<file path="src/rtl/tds_pkg.sv">
`default_nettype none

package tds_pkg;

  localparam int VTX_W = 6;   // vertex index / endpoint width
  localparam int NUM_W = 7;   // vertex count width
  localparam int CNT_W = 6;   // descendant count width (wraps)
  localparam int SUM_W = 11;  // distance sum width (wraps)

  // One word of the tree memory: parent link plus the two accumulators.
  typedef struct packed {
    logic [VTX_W-1:0] parent;
    logic [CNT_W-1:0] desc;
    logic [SUM_W-1:0] down;
  } tds_entry_t;

  localparam int ENTRY_W = $bits(tds_entry_t);

  // Sequencer state codes
  localparam logic [2:0] S_CLR  = 3'd0;
  localparam logic [2:0] S_IDLE = 3'd1;
  localparam logic [2:0] S_UA   = 3'd2;
  localparam logic [2:0] S_UB   = 3'd3;
  localparam logic [2:0] S_UC   = 3'd4;
  localparam logic [2:0] S_DA   = 3'd5;
  localparam logic [2:0] S_DB   = 3'd6;
  localparam logic [2:0] S_DC   = 3'd7;

endpackage

`default_nettype wire

</file>
<file path="src/rtl/tds_in_if.sv">
`default_nettype none

interface tds_in_if;
  import tds_pkg::*;

  logic             valid;
  logic             ready;
  logic [NUM_W-1:0] vertex_count;
  logic [VTX_W-1:0] first_vertex;
  logic [VTX_W-1:0] second_vertex;
  logic             edge_valid;
  logic             last_edge;

  modport source (
    output valid, vertex_count, first_vertex, second_vertex, edge_valid, last_edge,
    input  ready
  );

  modport sink (
    input  valid, vertex_count, first_vertex, second_vertex, edge_valid, last_edge,
    output ready
  );
endinterface

`default_nettype wire

</file>
<file path="src/rtl/tds_out_if.sv">
`default_nettype none

interface tds_out_if;
  import tds_pkg::*;

  logic             valid;
  logic             ready;
  logic [VTX_W-1:0] vertex_index;
  logic [SUM_W-1:0] distance_sum;
  logic             last_result;

  modport source (
    output valid, vertex_index, distance_sum, last_result,
    input  ready
  );

  modport sink (
    input  valid, vertex_index, distance_sum, last_result,
    output ready
  );
endinterface

`default_nettype wire

</file>
<file path="src/rtl/tds_ram.sv">
`default_nettype none

module tds_ram #(
  parameter int WIDTH = 8,
  parameter int DEPTH = 64
) (
  input  wire logic                     clk,
  input  wire logic                     we,
  input  wire logic [$clog2(DEPTH)-1:0] waddr,
  input  wire logic [WIDTH-1:0]         wdata,
  input  wire logic [$clog2(DEPTH)-1:0] raddr,
  output logic      [WIDTH-1:0]         rdata
);

  logic [WIDTH-1:0] mem [DEPTH];

  always_ff @(posedge clk) begin
    if (we) begin
      mem[waddr] <= wdata;
    end
  end

  always_ff @(posedge clk) begin
    rdata <= mem[raddr];
  end

endmodule

`default_nettype wire

</file>
<file path="src/rtl/tds_seq.sv">
`default_nettype none

module tds_seq #(
  parameter int MAX_VERTICES = 64
) (
  input  wire logic              clk,
  input  wire logic              rst_n,
  tds_in_if.sink                 in_chan,
  tds_out_if.source              out_chan,
  // tree memory
  output logic                   tree_we,
  output logic [$clog2(MAX_VERTICES)-1:0] tree_waddr,
  output tds_pkg::tds_entry_t    tree_wdata,
  output logic [$clog2(MAX_VERTICES)-1:0] tree_raddr,
  input  wire tds_pkg::tds_entry_t tree_rdata,
  // rerooted totals memory
  output logic                   tot_we,
  output logic [$clog2(MAX_VERTICES)-1:0] tot_waddr,
  output logic [tds_pkg::SUM_W-1:0] tot_wdata,
  output logic [$clog2(MAX_VERTICES)-1:0] tot_raddr,
  input  wire logic [tds_pkg::SUM_W-1:0] tot_rdata
);
  import tds_pkg::*;

  localparam int AW = $clog2(MAX_VERTICES);

  logic [2:0]       state_r, state_nxt;
  logic [AW-1:0]    i_r, i_nxt;
  logic [NUM_W-1:0] n_r, n_nxt;
  logic [AW-1:0]    last_idx_r, last_idx_nxt;
  tds_entry_t       ent_r, ent_nxt;

  logic             out_valid_r;
  logic [VTX_W-1:0] out_index_r;
  logic [SUM_W-1:0] out_sum_r;
  logic             out_last_r;

  logic             in_fire;
  logic             out_slot;
  logic             out_load;
  logic [NUM_W-1:0] n_eff;
  logic             edge_ok;
  logic [VTX_W-1:0] child;
  logic [VTX_W-1:0] par;
  logic [SUM_W-1:0] total;

  assign in_chan.ready = (state_r == S_IDLE);
  assign in_fire       = in_chan.valid && in_chan.ready;
  assign out_slot      = !out_valid_r || out_chan.ready;
  assign out_load      = (state_r == S_DC) && out_slot;

  // Clamp the vertex count into 1..MAX_VERTICES.
  always_comb begin
    if (in_chan.vertex_count == '0) begin
      n_eff = NUM_W'(1);
    end else if (in_chan.vertex_count > NUM_W'(MAX_VERTICES)) begin
      n_eff = NUM_W'(MAX_VERTICES);
    end else begin
      n_eff = in_chan.vertex_count;
    end
  end

  assign edge_ok = in_chan.edge_valid
                && (in_chan.first_vertex != in_chan.second_vertex)
                && ({1'b0, in_chan.first_vertex} < n_eff)
                && ({1'b0, in_chan.second_vertex} < n_eff);
  assign child = (in_chan.first_vertex > in_chan.second_vertex) ?
                 in_chan.first_vertex : in_chan.second_vertex;
  assign par   = (in_chan.first_vertex > in_chan.second_vertex) ?
                 in_chan.second_vertex : in_chan.first_vertex;

  // Root total is its down sum plus its descendant count; others reroot from the parent.
  always_comb begin
    if (i_r == '0) begin
      total = ent_r.down + SUM_W'(ent_r.desc);
    end else begin
      total = tot_rdata + SUM_W'(n_r) - SUM_W'({ent_r.desc, 1'b0}) - SUM_W'(2);
    end
  end

  assign tot_raddr = (state_r == S_DB) ? tree_rdata.parent[AW-1:0] : ent_r.parent[AW-1:0];
  assign tot_we    = out_load;
  assign tot_waddr = i_r;
  assign tot_wdata = total;

  always_comb begin
    state_nxt    = state_r;
    i_nxt        = i_r;
    n_nxt        = n_r;
    last_idx_nxt = last_idx_r;
    ent_nxt      = ent_r;
    tree_we      = 1'b0;
    tree_waddr   = i_r;
    tree_wdata   = '0;
    tree_raddr   = i_r;
    case (state_r)
      S_CLR: begin
        tree_we = 1'b1;
        i_nxt   = i_r + AW'(1);
        if (i_r == AW'(MAX_VERTICES - 1)) begin
          i_nxt     = '0;
          state_nxt = S_IDLE;
        end
      end
      S_IDLE: begin
        if (in_fire) begin
          if (edge_ok) begin
            tree_we           = 1'b1;
            tree_waddr        = child[AW-1:0];
            tree_wdata.parent = par;
          end
          if (in_chan.last_edge) begin
            n_nxt        = n_eff;
            last_idx_nxt = AW'(n_eff - NUM_W'(1));
            i_nxt        = AW'(n_eff - NUM_W'(1));
            state_nxt    = S_UA;
          end
        end
      end
      S_UA: begin
        state_nxt = S_UB;
      end
      S_UB: begin
        ent_nxt    = tree_rdata;
        tree_raddr = tree_rdata.parent[AW-1:0];
        state_nxt  = (i_r == '0) ? S_DA : S_UC;
      end
      S_UC: begin
        // Push finished vertex into its parent.
        tree_we           = 1'b1;
        tree_waddr        = ent_r.parent[AW-1:0];
        tree_wdata.parent = tree_rdata.parent;
        tree_wdata.desc   = tree_rdata.desc + ent_r.desc + CNT_W'(1);
        tree_wdata.down   = tree_rdata.down + ent_r.down + SUM_W'(ent_r.desc);
        i_nxt             = i_r - AW'(1);
        state_nxt         = S_UA;
      end
      S_DA: begin
        state_nxt = S_DB;
      end
      S_DB: begin
        ent_nxt   = tree_rdata;
        state_nxt = S_DC;
      end
      S_DC: begin
        if (out_slot) begin
          // Clear accumulators for the next tree, keep the parent link.
          tree_we           = 1'b1;
          tree_wdata.parent = ent_r.parent;
          if (i_r == last_idx_r) begin
            i_nxt     = '0;
            state_nxt = S_IDLE;
          end else begin
            i_nxt     = i_r + AW'(1);
            state_nxt = S_DA;
          end
        end
      end
      default: begin
        state_nxt = S_IDLE;
      end
    endcase
  end

  always_ff @(posedge clk) begin
    if (!rst_n) begin
      state_r     <= S_CLR;
      i_r         <= '0;
      out_valid_r <= 1'b0;
    end else begin
      state_r <= state_nxt;
      i_r     <= i_nxt;
      if (out_load) begin
        out_valid_r <= 1'b1;
      end else if (out_chan.ready) begin
        out_valid_r <= 1'b0;
      end
    end
  end

  always_ff @(posedge clk) begin
    n_r        <= n_nxt;
    last_idx_r <= last_idx_nxt;
    ent_r      <= ent_nxt;
    if (out_load) begin
      out_index_r <= VTX_W'(i_r);
      out_sum_r   <= total;
      out_last_r  <= (i_r == last_idx_r);
    end
  end

  assign out_chan.valid        = out_valid_r;
  assign out_chan.vertex_index = out_index_r;
  assign out_chan.distance_sum = out_sum_r;
  assign out_chan.last_result  = out_last_r;

  a_idx_in_range: assert property (@(posedge clk) disable iff (!rst_n)
    (state_r != S_IDLE && state_r != S_CLR) |-> (NUM_W'(i_r) < n_r))
    else $error("vertex counter outside the tree");

  a_result_from_emit: assert property (@(posedge clk) disable iff (!rst_n)
    $rose(out_valid_r) |-> ($past(state_r) == S_DC))
    else $error("result appeared outside the emit step");

  a_index_order: assert property (@(posedge clk) disable iff (!rst_n)
    (out_valid_r && out_chan.ready && !out_last_r) |=>
      (!out_valid_r || out_index_r == VTX_W'($past(out_index_r) + VTX_W'(1))))
    else $error("results out of vertex order");

  a_no_input_in_pass: assert property (@(posedge clk) disable iff (!rst_n)
    (in_fire && in_chan.last_edge) |=> (state_r == S_UA && !in_chan.ready))
    else $error("last item did not start the accumulate pass");

endmodule

`default_nettype wire

</file>
<file path="src/rtl/tree_distance_sums.sv">
`default_nettype none

// Channel   Dir  Payload                                              Transfer
// in_chan   in   vertex_count, first_vertex, second_vertex,          valid && ready
//                edge_valid, last_edge
// out_chan  out  vertex_index, distance_sum, last_result             valid && ready
//
// An edge item that passes the edge checks writes one word of the tree
// memory. The last item starts two passes over the tree memory (single
// read port, registered read): one from the highest index down that pushes
// each non-root vertex into its parent, then one from index 0 up that
// reroots each vertex and emits its result, before the next item is taken.
// After reset a clearing pass zeroes every word of the tree memory;
// in_chan.ready stays low until it ends. Reset is synchronous, active low.
// A stalled output holds the rerooting pass; no result is dropped.

module tree_distance_sums #(
  parameter int MAX_VERTICES = 64
) (
  input  wire logic clk,
  input  wire logic rst_n,
  tds_in_if.sink    in_chan,
  tds_out_if.source out_chan
);
  import tds_pkg::*;

  localparam int AW = $clog2(MAX_VERTICES);

  // Tree memory: parent link, descendant count, downward distance sum.
  logic             tree_we;
  logic [AW-1:0]    tree_waddr;
  tds_entry_t       tree_wdata;
  logic [AW-1:0]    tree_raddr;
  tds_entry_t       tree_rdata;

  // Totals memory: rerooted distance sum of each vertex, read by children.
  logic             tot_we;
  logic [AW-1:0]    tot_waddr;
  logic [SUM_W-1:0] tot_wdata;
  logic [AW-1:0]    tot_raddr;
  logic [SUM_W-1:0] tot_rdata;

  tds_ram #(
    .WIDTH (ENTRY_W),
    .DEPTH (MAX_VERTICES)
  ) u_tree_ram (
    .clk   (clk),
    .we    (tree_we),
    .waddr (tree_waddr),
    .wdata (tree_wdata),
    .raddr (tree_raddr),
    .rdata (tree_rdata)
  );

  tds_ram #(
    .WIDTH (SUM_W),
    .DEPTH (MAX_VERTICES)
  ) u_tot_ram (
    .clk   (clk),
    .we    (tot_we),
    .waddr (tot_waddr),
    .wdata (tot_wdata),
    .raddr (tot_raddr),
    .rdata (tot_rdata)
  );

  // Sequencer: edge loading, both passes and the output register.
  tds_seq #(
    .MAX_VERTICES (MAX_VERTICES)
  ) u_seq (
    .clk        (clk),
    .rst_n      (rst_n),
    .in_chan    (in_chan),
    .out_chan   (out_chan),
    .tree_we    (tree_we),
    .tree_waddr (tree_waddr),
    .tree_wdata (tree_wdata),
    .tree_raddr (tree_raddr),
    .tree_rdata (tree_rdata),
    .tot_we     (tot_we),
    .tot_waddr  (tot_waddr),
    .tot_wdata  (tot_wdata),
    .tot_raddr  (tot_raddr),
    .tot_rdata  (tot_rdata)
  );

endmodule

`default_nettype wire
</file>
<file path="src/flat_wrapper.sv">
// flat-port wrapper written by rule: the top's interface ports become plain ports
module tree_distance_sums_flat import tds_pkg::*;
#(
  parameter int MAX_VERTICES = 64
)
  (clk, rst_n, in_chan_valid, in_chan_vertex_count, in_chan_first_vertex, in_chan_second_vertex, in_chan_edge_valid, in_chan_last_edge, in_chan_ready, out_chan_valid, out_chan_vertex_index, out_chan_distance_sum, out_chan_last_result, out_chan_ready);
  tds_in_if in_chan_i ();
  tds_out_if out_chan_i ();
  input  wire logic clk;
  input  wire logic rst_n;
  input wire logic [$bits(in_chan_i.valid)-1:0] in_chan_valid;
  input wire logic [$bits(in_chan_i.vertex_count)-1:0] in_chan_vertex_count;
  input wire logic [$bits(in_chan_i.first_vertex)-1:0] in_chan_first_vertex;
  input wire logic [$bits(in_chan_i.second_vertex)-1:0] in_chan_second_vertex;
  input wire logic [$bits(in_chan_i.edge_valid)-1:0] in_chan_edge_valid;
  input wire logic [$bits(in_chan_i.last_edge)-1:0] in_chan_last_edge;
  output wire logic [$bits(in_chan_i.ready)-1:0] in_chan_ready;
  output wire logic [$bits(out_chan_i.valid)-1:0] out_chan_valid;
  output wire logic [$bits(out_chan_i.vertex_index)-1:0] out_chan_vertex_index;
  output wire logic [$bits(out_chan_i.distance_sum)-1:0] out_chan_distance_sum;
  output wire logic [$bits(out_chan_i.last_result)-1:0] out_chan_last_result;
  input wire logic [$bits(out_chan_i.ready)-1:0] out_chan_ready;
  assign in_chan_i.valid = in_chan_valid;
  assign in_chan_i.vertex_count = in_chan_vertex_count;
  assign in_chan_i.first_vertex = in_chan_first_vertex;
  assign in_chan_i.second_vertex = in_chan_second_vertex;
  assign in_chan_i.edge_valid = in_chan_edge_valid;
  assign in_chan_i.last_edge = in_chan_last_edge;
  assign in_chan_ready = in_chan_i.ready;
  assign out_chan_valid = out_chan_i.valid;
  assign out_chan_vertex_index = out_chan_i.vertex_index;
  assign out_chan_distance_sum = out_chan_i.distance_sum;
  assign out_chan_last_result = out_chan_i.last_result;
  assign out_chan_i.ready = out_chan_ready;
  tree_distance_sums #(.MAX_VERTICES(MAX_VERTICES)) u_core (.clk(clk), .rst_n(rst_n), .in_chan(in_chan_i), .out_chan(out_chan_i));
endmodule
</file>
<file path="config.mk">
export PLATFORM = sky130hd
export DESIGN_NAME = tree_distance_sums_flat
export DESIGN_NICKNAME = d
export VERILOG_FILES = /design/src/rtl/tds_pkg.sv /design/src/rtl/tds_in_if.sv /design/src/rtl/tds_out_if.sv /design/src/rtl/tds_ram.sv /design/src/rtl/tds_seq.sv /design/src/rtl/tree_distance_sums.sv /design/src/flat_wrapper.sv
export SDC_FILE = /design/constraint.sdc
export NUM_CORES = 2
export LEC_CHECK = 0
export ABC_AREA = 1
export BUFFER_PORTS_ARGS = -buffer_cell sky130_fd_sc_hd__buf_2
export CAP_MARGIN = 20
export CORE_ASPECT_RATIO = 0.5
export CORE_MARGIN = 8
export CORE_UTILIZATION = 52
export DETAILED_ROUTE_END_ITERATION = 8
export GPL_ROUTABILITY_DRIVEN = 0
export PLACE_DENSITY = 0.67
export SKIP_CTS_REPAIR_TIMING = 1
export SLEW_MARGIN = 25
export SYNTH_ARGS = -nofsm -noshare
export SYNTH_HDL_FRONTEND = slang
export SYNTH_SLANG_ARGS = --single-unit
</file>
<file path="constraint.sdc">
create_clock -name clk -period 8.6 [get_ports clk]
set_clock_uncertainty 0.2 [all_clocks]
set_input_delay 0 -clock clk [delete_from_list [all_inputs] [get_ports clk]]
set_output_delay 0 -clock clk [all_outputs]
set_load 0.05 [all_outputs]
</file>
# == Yosys cells after proc, flatten, opt, wreduce, memory -nomap -nowiden ==
# Memories as Yosys holds them, arrays and structs flattened. A register that Yosys moved wholly into a read port is not among the register bits.
# Index checks and enable logic that the tools add are counted.
# Widths: inputs -> output; s select.
# classes
addsub,11
n_lt_le_gt_ge,4
n_eq_ne,14
mux,38
reduce_logical,17
# op_table
op,count
$mux 6,14
$pmux 3 s8,1
$pmux 6 s4,1
$add 11x6->11,2
$pmux 6 s3,1
$mux 17,1
$mux 3,5
$lt 6x7->1,2
$mux 7,2
$add 6x1->6 const B,2
$eq 3x3->1 const B,4
$pmux 6 s2,1
$sub 6x1->6 const B,2
$add 11x11->11,1
$add 11x7->11,1
$mux 11,1
$sub 11x2->11 const B,1
$sub 11x7->11,1
$mux 1,10
$reduce_and 4->1,2
$gt 7x7->1 const B,1
$logic_not 7->1,1
$add 6x6->6,1
$eq 3x2->1 const B,2
17 further kinds,24
# totals
regBits,64
ramBits,2176
in_bits,25
out_inout_bits,20
word_cells,97
memories,2
# mem_list
memory,words,word_bits,read_ports,rd_ports_with_merged_regs,write_ports,line_no,source
u_core.u_tree_ram.mem,64,23,1,1,1,tds_ram.sv:15,logic [WIDTH-1:0] mem [DEPTH];
u_core.u_tot_ram.mem,64,11,1,1,1,tds_ram.sv:15,

# == Depth between registers and ports, before layout ==
# logic_depth
word_depth,11
mapped_depth,20
depth_no_buf,19

# == Cells and area by module ==
# From an unflattened synthesis, not the netlist that was laid out.
# hier_totals
hier_cells,8213
area_unflattened_um2,94458.1
# by_module_without_submodules
module,instances,cells_each,area_each_um2,seq_area_each_um2
tds_ram at u_core.u_tree_ram,1,5014,59935.0,44662.8
tds_ram at u_core.u_tot_ram,1,2446,28825.1,21360.5
tds_seq,1,753,5698.0,1821.7

# == Worst setup path after synthesis ==
# Ideal clock, no wire load.
# synth_path
path_type,reg2reg
from,register u_core.u_seq.ent_r[12] (netlist bit)
to,"register u_core.u_seq.out_sum_r[3], in the netlist u_core.u_seq.out_chan.distance_sum[3] (data pin)"
setup_ns,0.737
arrival_time_ns,4.556
required_time_ns,7.663
path_slack_ns,3.107
stages_incl_launch_ff,9
path_buffers,0
period_less_slack_ns,5.493
path_cell_list,edfxtp_1 ha_1 inv_1 fa_1 inv_1 fa_1 inv_1 nor2_1 o32ai_1
# synth_between
elab_chain_cells,3
word_cells_on_any_way,4
classes_between,add/sub: 3; mux: 1
# synth_rtl
item,line_no,source
start: declaration,tds_seq.sv:31,"tds_entry_t ent_r, ent_nxt;"
start signal: assignment,tds_seq.sv:184,ent_r <= ent_nxt;
$sub 11x7->11,tds_seq.sv:77,"total = tot_rdata + SUM_W'(n_r) - SUM_W'({ent_r.desc, 1'b0}) - SUM_W'(2);"
$sub 11x2->11,tds_seq.sv:77,
$mux 11 *,tds_seq.sv:74,if (i_r == '0) begin
net u_core.tot_wdata[3],tree_distance_sums.sv:39,logic [SUM_W-1:0] tot_wdata;
end signal: assignment,tds_seq.sv:187,out_sum_r <= total;
end: declaration,tds_seq.sv:35,logic [SUM_W-1:0] out_sum_r;
# The timed path passes the listed nets; every way through them passes the cells marked *.
# A chain may end at the register's enable or synchronous reset.

# == Worst setup path after layout ==
# layout_path
from,input port in_chan_vertex_count[1]
to,memory u_core.u_tree_ram.mem[33][21] (netlist bit) (enable)
# layout_between
elab_chain_cells,11
word_cells_on_any_way,16
classes_between,order compare: 3; mux: 10; reduce/logical: 3
# layout_rtl
item,line_no,source
start: declaration,flat_wrapper.sv:12,input wire logic [$bits(in_chan_i.vertex_count)-1:0] in_chan_vertex_count;
$gt 7x7->1,tds_seq.sv:56,end else if (in_chan.vertex_count > NUM_W'(MAX_VERTICES)) begin
$mux 7,tds_seq.sv:56,
$mux 7 *,tds_seq.sv:54,if (in_chan.vertex_count == '0) begin
net u_core.u_seq.n_eff[0],tds_seq.sv:41,logic [NUM_W-1:0] n_eff;
$lt 6x7->1,tds_seq.sv:65,"&& ({1'b0, in_chan.first_vertex} < n_eff)"
$logic_and 1x1->1,tds_seq.sv:65,
$logic_and 1x1->1 *,tds_seq.sv:66,"&& ({1'b0, in_chan.second_vertex} < n_eff);"
$mux 1,tds_seq.sv:107,if (edge_ok) begin
$mux 1,tds_seq.sv:106,if (in_fire) begin
$pmux 1 s3,tds_seq.sv:96,case (state_r)
$mux 1,tds_ram.sv:18,if (we) begin
$mux 1 (implied by the code),tds_ram.sv:19,mem[waddr] <= wdata;
end: declaration,tds_ram.sv:15,
# Marks and branches as above.

==> run_summary.xml <==
<?xml version="1.0" encoding="UTF-8"?>
<metrics>
  <group name="routing">
    <metric name="drt-pass1-iter-count" unit="">6</metric>
    <metric name="postRouteAntennaNets" unit="">0</metric>
    <metric name="detail_route.wl_per_cell" unit="µm">25.7</metric>
    <metric name="drt_iter0_markers" unit="">8047</metric>
    <metric name="vias_per_cell" unit="">6.24</metric>
    <metric name="remaining_drc_errors" unit="">0</metric>
    <metric name="route.vias.total" unit="">58755</metric>
    <metric name="drt_wl_total" unit="µm">242000</metric>
  </group>
  <group name="sta">
    <metric name="grt_setup_unrepaired" unit="">false</metric>
    <metric name="hold_viol" unit="">1</metric>
    <metric name="max_slew_margin" unit="">0.261</metric>
    <metric name="timing.final.ws_setup" unit="ns">3.39</metric>
    <metric name="finalMaxSlewViolations" unit="">0</metric>
    <metric name="final.setup.tns" unit="ns">0</metric>
    <metric name="max_freq" unit="MHz">192</metric>
    <metric name="worst_slew_pin_slew" unit="ns">1.11</metric>
    <metric name="report.final.setup_viol" unit="">0</metric>
    <metric name="final.min_clock_period" unit="ns">5.21</metric>
    <metric name="layout_worst_path_cycle_share" unit="">0.606</metric>
    <metric name="hold_ws" unit="ns">-0.0130</metric>
  </group>
  <group name="run_status">
    <metric name="failed_checks" unit="">hold timing</metric>
    <metric name="outcome" unit="">complete, but fails checks</metric>
  </group>
  <group name="yosys">
    <metric name="synth-seq-area-share" unit="">0.740</metric>
    <metric name="synth_largest_type_area_fraction" unit="">0.730</metric>
    <metric name="synth_nets" unit="">7070</metric>
    <metric name="syn_inst" unit="">6968</metric>
    <metric name="post_synth_main_area_contributors" unit="">sky130_fd_sc_hd__edfxtp_1 73%, sky130_fd_sc_hd__nor2_1 5.3%, sky130_fd_sc_hd__o21ai_0 5.3%</metric>
    <metric name="synth.largest_area_cell" unit="">sky130_fd_sc_hd__edfxtp_1</metric>
    <metric name="synth.lib_cells_used.distinct" unit="">47</metric>
    <metric name="dominantRegCellSynth" unit="">sky130_fd_sc_hd__edfxtp_1</metric>
    <metric name="ys_warn_count" unit="">0</metric>
    <metric name="synthesis.area_per_instance" unit="µm²">13.2</metric>
    <metric name="synth_seq_cells" unit="">2274</metric>
    <metric name="post_synth_instance_area" unit="µm²">91700</metric>
    <metric name="post_synth_edffs" unit="">2230</metric>
    <metric name="synth-async-reset-ratio" unit="">0</metric>
  </group>
  <group name="worst_setup_path">
    <metric name="critPathRequiredTime" unit="ns">8.89</metric>
    <metric name="type_of_element_launching_the_critical_path" unit="">input pin</metric>
    <metric name="crit_fanout" unit="">13</metric>
    <metric name="critical-path-slowest-cell" unit="">sky130_fd_sc_hd__nor2_2</metric>
    <metric name="timing.critical_path.arrival" unit="ns">5.50</metric>
    <metric name="reg2regPathDepth" unit="">11</metric>
    <metric name="reg2reg_end" unit="">u_core.u_tree_ram.rdata[18]</metric>
    <metric name="reg2reg_setup_slack" unit="ns">3.90</metric>
    <metric name="timing.critical_path.mode_cell" unit="">sky130_fd_sc_hd__nand2_1</metric>
    <metric name="r2r-start" unit="">u_core.u_seq.tot_waddr[0]</metric>
    <metric name="critPathCaptureType" unit="">register</metric>
    <metric name="path_cells" unit="">dlygate4sd3_1 -&gt; buf_2 -&gt; dlygate4sd3_1 -&gt; nor2_1 -&gt; dlygate4sd3_1 -&gt; nand2_1 -&gt; dlygate4sd3_1 -&gt; o21ai_2 -&gt; nand2_1 -&gt; nand2_1 -&gt; nand2_1 -&gt; nand2_2 -&gt; nand3_2 -&gt; nand2_1 -&gt; nand3_1 -&gt; nand2_1 -&gt; inv_2 -&gt; nor2_1 -&gt; nand2_1 -&gt; nor2_2 -&gt; buf_4</metric>
    <metric name="worst_path_largest_cell_delay" unit="ns">0.77</metric>
    <metric name="criticalPathCategory" unit="">in -&gt; reg</metric>
  </group>
  <group name="power">
    <metric name="sw_frac_of_total" unit="">0.314</metric>
    <metric name="power.static_leakage" unit="µW">0.0353</metric>
    <metric name="power.combinational.fraction" unit="">0.225</metric>
    <metric name="power.internal" unit="µW">19300</metric>
    <metric name="power.ir.vdd_worst" unit="mV">0.300</metric>
    <metric name="power.share.clock" unit="">0.305</metric>
    <metric name="power.net_switching" unit="µW">8840</metric>
    <metric name="design_power_total" unit="µW">28100</metric>
    <metric name="cellPowerDensity" unit="nW/µm²">278</metric>
    <metric name="share_seq_of_total_power" unit="">0.470</metric>
  </group>
  <group name="placement">
    <metric name="preCtsSetupSlack" unit="ns">3.98</metric>
    <metric name="post_dp_cell_area" unit="µm²">94800</metric>
    <metric name="numPortBuffers" unit="">44</metric>
    <metric name="hpwl" unit="µm">131000</metric>
  </group>
  <group name="die">
    <metric name="die_area" unit="µm²">191000</metric>
    <metric name="num_rows" unit="">109</metric>
    <metric name="standard_cell_core_area" unit="µm²">176000</metric>
    <metric name="die_y" unit="µm">313</metric>
    <metric name="die_w" unit="µm">610</metric>
    <metric name="count_of_boundary_i_o_pins" unit="">45</metric>
    <metric name="initial_utilization" unit="">0.521</metric>
  </group>
  <group name="clock_tree">
    <metric name="cts_tree" unit="">built</metric>
    <metric name="cts_htree_levels" unit="">4</metric>
    <metric name="clk_transition_reported_paths" unit="ns">0.06</metric>
    <metric name="cts_root_buf" unit="">sky130_fd_sc_hd__clkbuf_16</metric>
    <metric name="insertion_delay" unit="ns">0.83</metric>
    <metric name="clock_buffer_count_from_cts" unit="">202</metric>
    <metric name="clock_sink_count" unit="">2274</metric>
    <metric name="ctsLongestPathBuffers" unit="">4</metric>
  </group>
  <group name="run">
    <metric name="maxCapViolations" unit="">0</metric>
  </group>
  <group name="global_route">
    <metric name="grt_pass1_vias" unit="">54509</metric>
    <metric name="grt_overflow_total" unit="">0</metric>
    <metric name="antenna_found_initial" unit="">2</metric>
    <metric name="grt.total_usage" unit="">0.244</metric>
    <metric name="largest_net_degree_at_the_start_of_global_routing" unit="">217</metric>
    <metric name="grt_first_pass_wirelength" unit="µm">355000</metric>
  </group>
  <group name="finish">
    <metric name="fin_area" unit="µm²">101000</metric>
    <metric name="syn2layout_area_growth" unit="%">10.5</metric>
    <metric name="post_route_cells_drive_above_1_share" unit="">0.0935</metric>
    <metric name="most_frequent_cells_in_the_layout" unit="">2230 x sky130_fd_sc_hd__edfxtp_1, 1186 x sky130_fd_sc_hd__nor2_1, 953 x sky130_fd_sc_hd__o21ai_0, 339 x sky130_fd_sc_hd__nand3_1, 292 x sky130_fd_sc_hd__o211ai_1</metric>
    <metric name="postLayoutCoreUtil" unit="">0.576</metric>
    <metric name="fillCellCount" unit="">13746</metric>
    <metric name="most_common_cell_after_layout_fill_and_taps_aside" unit="">sky130_fd_sc_hd__edfxtp_1</metric>
    <metric name="design.final.nets" unit="">7037</metric>
  </group>
  <group name="hold_path">
    <metric name="min_to" unit="">u_core.u_seq.n_r[3]</metric>
    <metric name="min-delay-path-class" unit="">in -&gt; reg</metric>
    <metric name="hold_depth" unit="">4</metric>
    <metric name="hp-start" unit="">in_chan_vertex_count[3]</metric>
  </group>
</metrics>
sequential cells by signal, indices dropped and copies added, names as in the netlist:
| signal | flops |
|---|---|
| u_core.u_seq.state_r | 3 |
| u_core.u_seq.out_chan.valid | 1 |
| u_core.u_tot_ram.rdata | 11 |
| u_core.u_seq.n_r | 7 |
| u_core.u_tree_ram.mem | 1472 |
| u_core.u_seq.last_idx_r | 6 |
| u_core.u_seq.ent_r | 23 |
| u_core.u_seq.out_chan.distance_sum | 11 |
| u_core.u_seq.out_chan.last_result | 1 |
| u_core.u_tree_ram.rdata | 23 |
| u_core.u_tot_ram.mem | 704 |
| u_core.u_seq.tot_waddr | 6 |
| u_core.u_seq.out_chan.vertex_index | 6 |
power groups by stage:
stage	sequential, µW	combinational [µW]	clock [µW]
after global routing	13200	6820	9070
after CTS	13200	6240	8650
after global placement	13500	6120	0
final	13200	6320	8580
after floorplan	13400	3920	0
after detailed placement	13500	6220	0
final cells by class:
cell class,count,area [µm²],area share
Sequential cell,2274,67800,0.669
Inverter,215,848,0.00837
Clock inverter,96,713,0.00704
Multi-Input combinational cell,3999,21600,0.214
Timing Repair Buffer,243,2010,0.0198
Antenna cell,1,2.50,0.0000247
Tap cell,2331,2920,0.0288
Clock buffer,253,5360,0.0529
routing by layer:
layer / vias to the layer above / GRT usage / wire length (µm)
met2: 3039 / 0.368 / 108000
met3: 411 / 0.0449 / 25100
met1: 29190 / 0.360 / 101000
li1: 26115 / - / -
met4: 0 / 0.0820 / 8300
met5: - / 0 / 0
synthesized netlist by cell type (44+ instances only):
| cell | n |
|---|---|
| sky130_fd_sc_hd__edfxtp_1 | 2230 |
| sky130_fd_sc_hd__nor2_1 | 1295 |
| sky130_fd_sc_hd__o21ai_0 | 967 |
| sky130_fd_sc_hd__nand3_1 | 340 |
| sky130_fd_sc_hd__o211ai_1 | 292 |
| sky130_fd_sc_hd__clkbuf_1 | 269 |
| sky130_fd_sc_hd__o21ai_1 | 264 |
| sky130_fd_sc_hd__o221ai_1 | 259 |
| sky130_fd_sc_hd__nand2_1 | 219 |
| sky130_fd_sc_hd__inv_1 | 201 |
| sky130_fd_sc_hd__buf_2 | 168 |
| sky130_fd_sc_hd__o22ai_1 | 142 |
| sky130_fd_sc_hd__ha_1 | 62 |
| sky130_fd_sc_hd__a21oi_1 | 44 |
| sky130_fd_sc_hd__dfxtp_1 | 44 |
how the worst max path moves through the flow:
stage | cells past startpoint | to | start | slack, ns
floorplan | 8 | u_core.u_seq.out_chan.distance_sum[3] | u_core.u_seq.ent_r[12] | 3.11
global placement | 20 | u_core.u_tree_ram.mem[4][22] | in_chan_vertex_count[3] | 3.76
detailed placement | 12 | u_core.u_tree_ram.rdata[0] | u_core.u_seq.state_r[1] | 3.98
CTS | 12 | u_core.u_tree_ram.rdata[0] | u_core.u_seq.state_r[1] | 3.98
global route | 23 | u_core.u_tree_ram.mem[34][19] | in_chan_vertex_count[5] | 3.17
finish | 21 | u_core.u_tree_ram.mem[33][21] | in_chan_vertex_count[1] | 3.39
cells by family (layout without fill, tap and decap cells):
logic type / count (synthesis) / after routing / share of synthesized area
flip-flops: 2274 / 2274 / 0.740
AO/OA/AOI/OAI: 2003 / 2003 / 0.131
AND/OR/NAND/NOR: 1898 / 1898 / 0.0836
buffers and inverters: 695 / 807 / 0.0317
adder cells (fa/ha/maj): 77 / 77 / 0.0117
XOR/XNOR: 18 / 18 / 0.00172
multiplexers: 3 / 3 / 0.000327
other: 0 / 1 / 0
critical path, delay by kind of cell:
| family | cells | cell delay, ns |
|---|---|---|
| and+or+nand+nor | 13 | 2.52 |
| AOI/OAI and AO/OA | 1 | 0.19 |
| buffers and inverters | 7 | 2.78 |
metrics by stage:
| step | instances | hold slack [ns] |
|---|---|---|
| floorplan | 6968 | -0.0617 |
| global placement | 9023 | 0.0571 |
| detailed placement | 9026 | 0.0648 |
| CTS | 9375 | -0.793 |
| global route | 9411 | 0.00711 |
| finish | 9412 | -0.0130 |
Note: power is estimated with default switching activity, not from simulation.
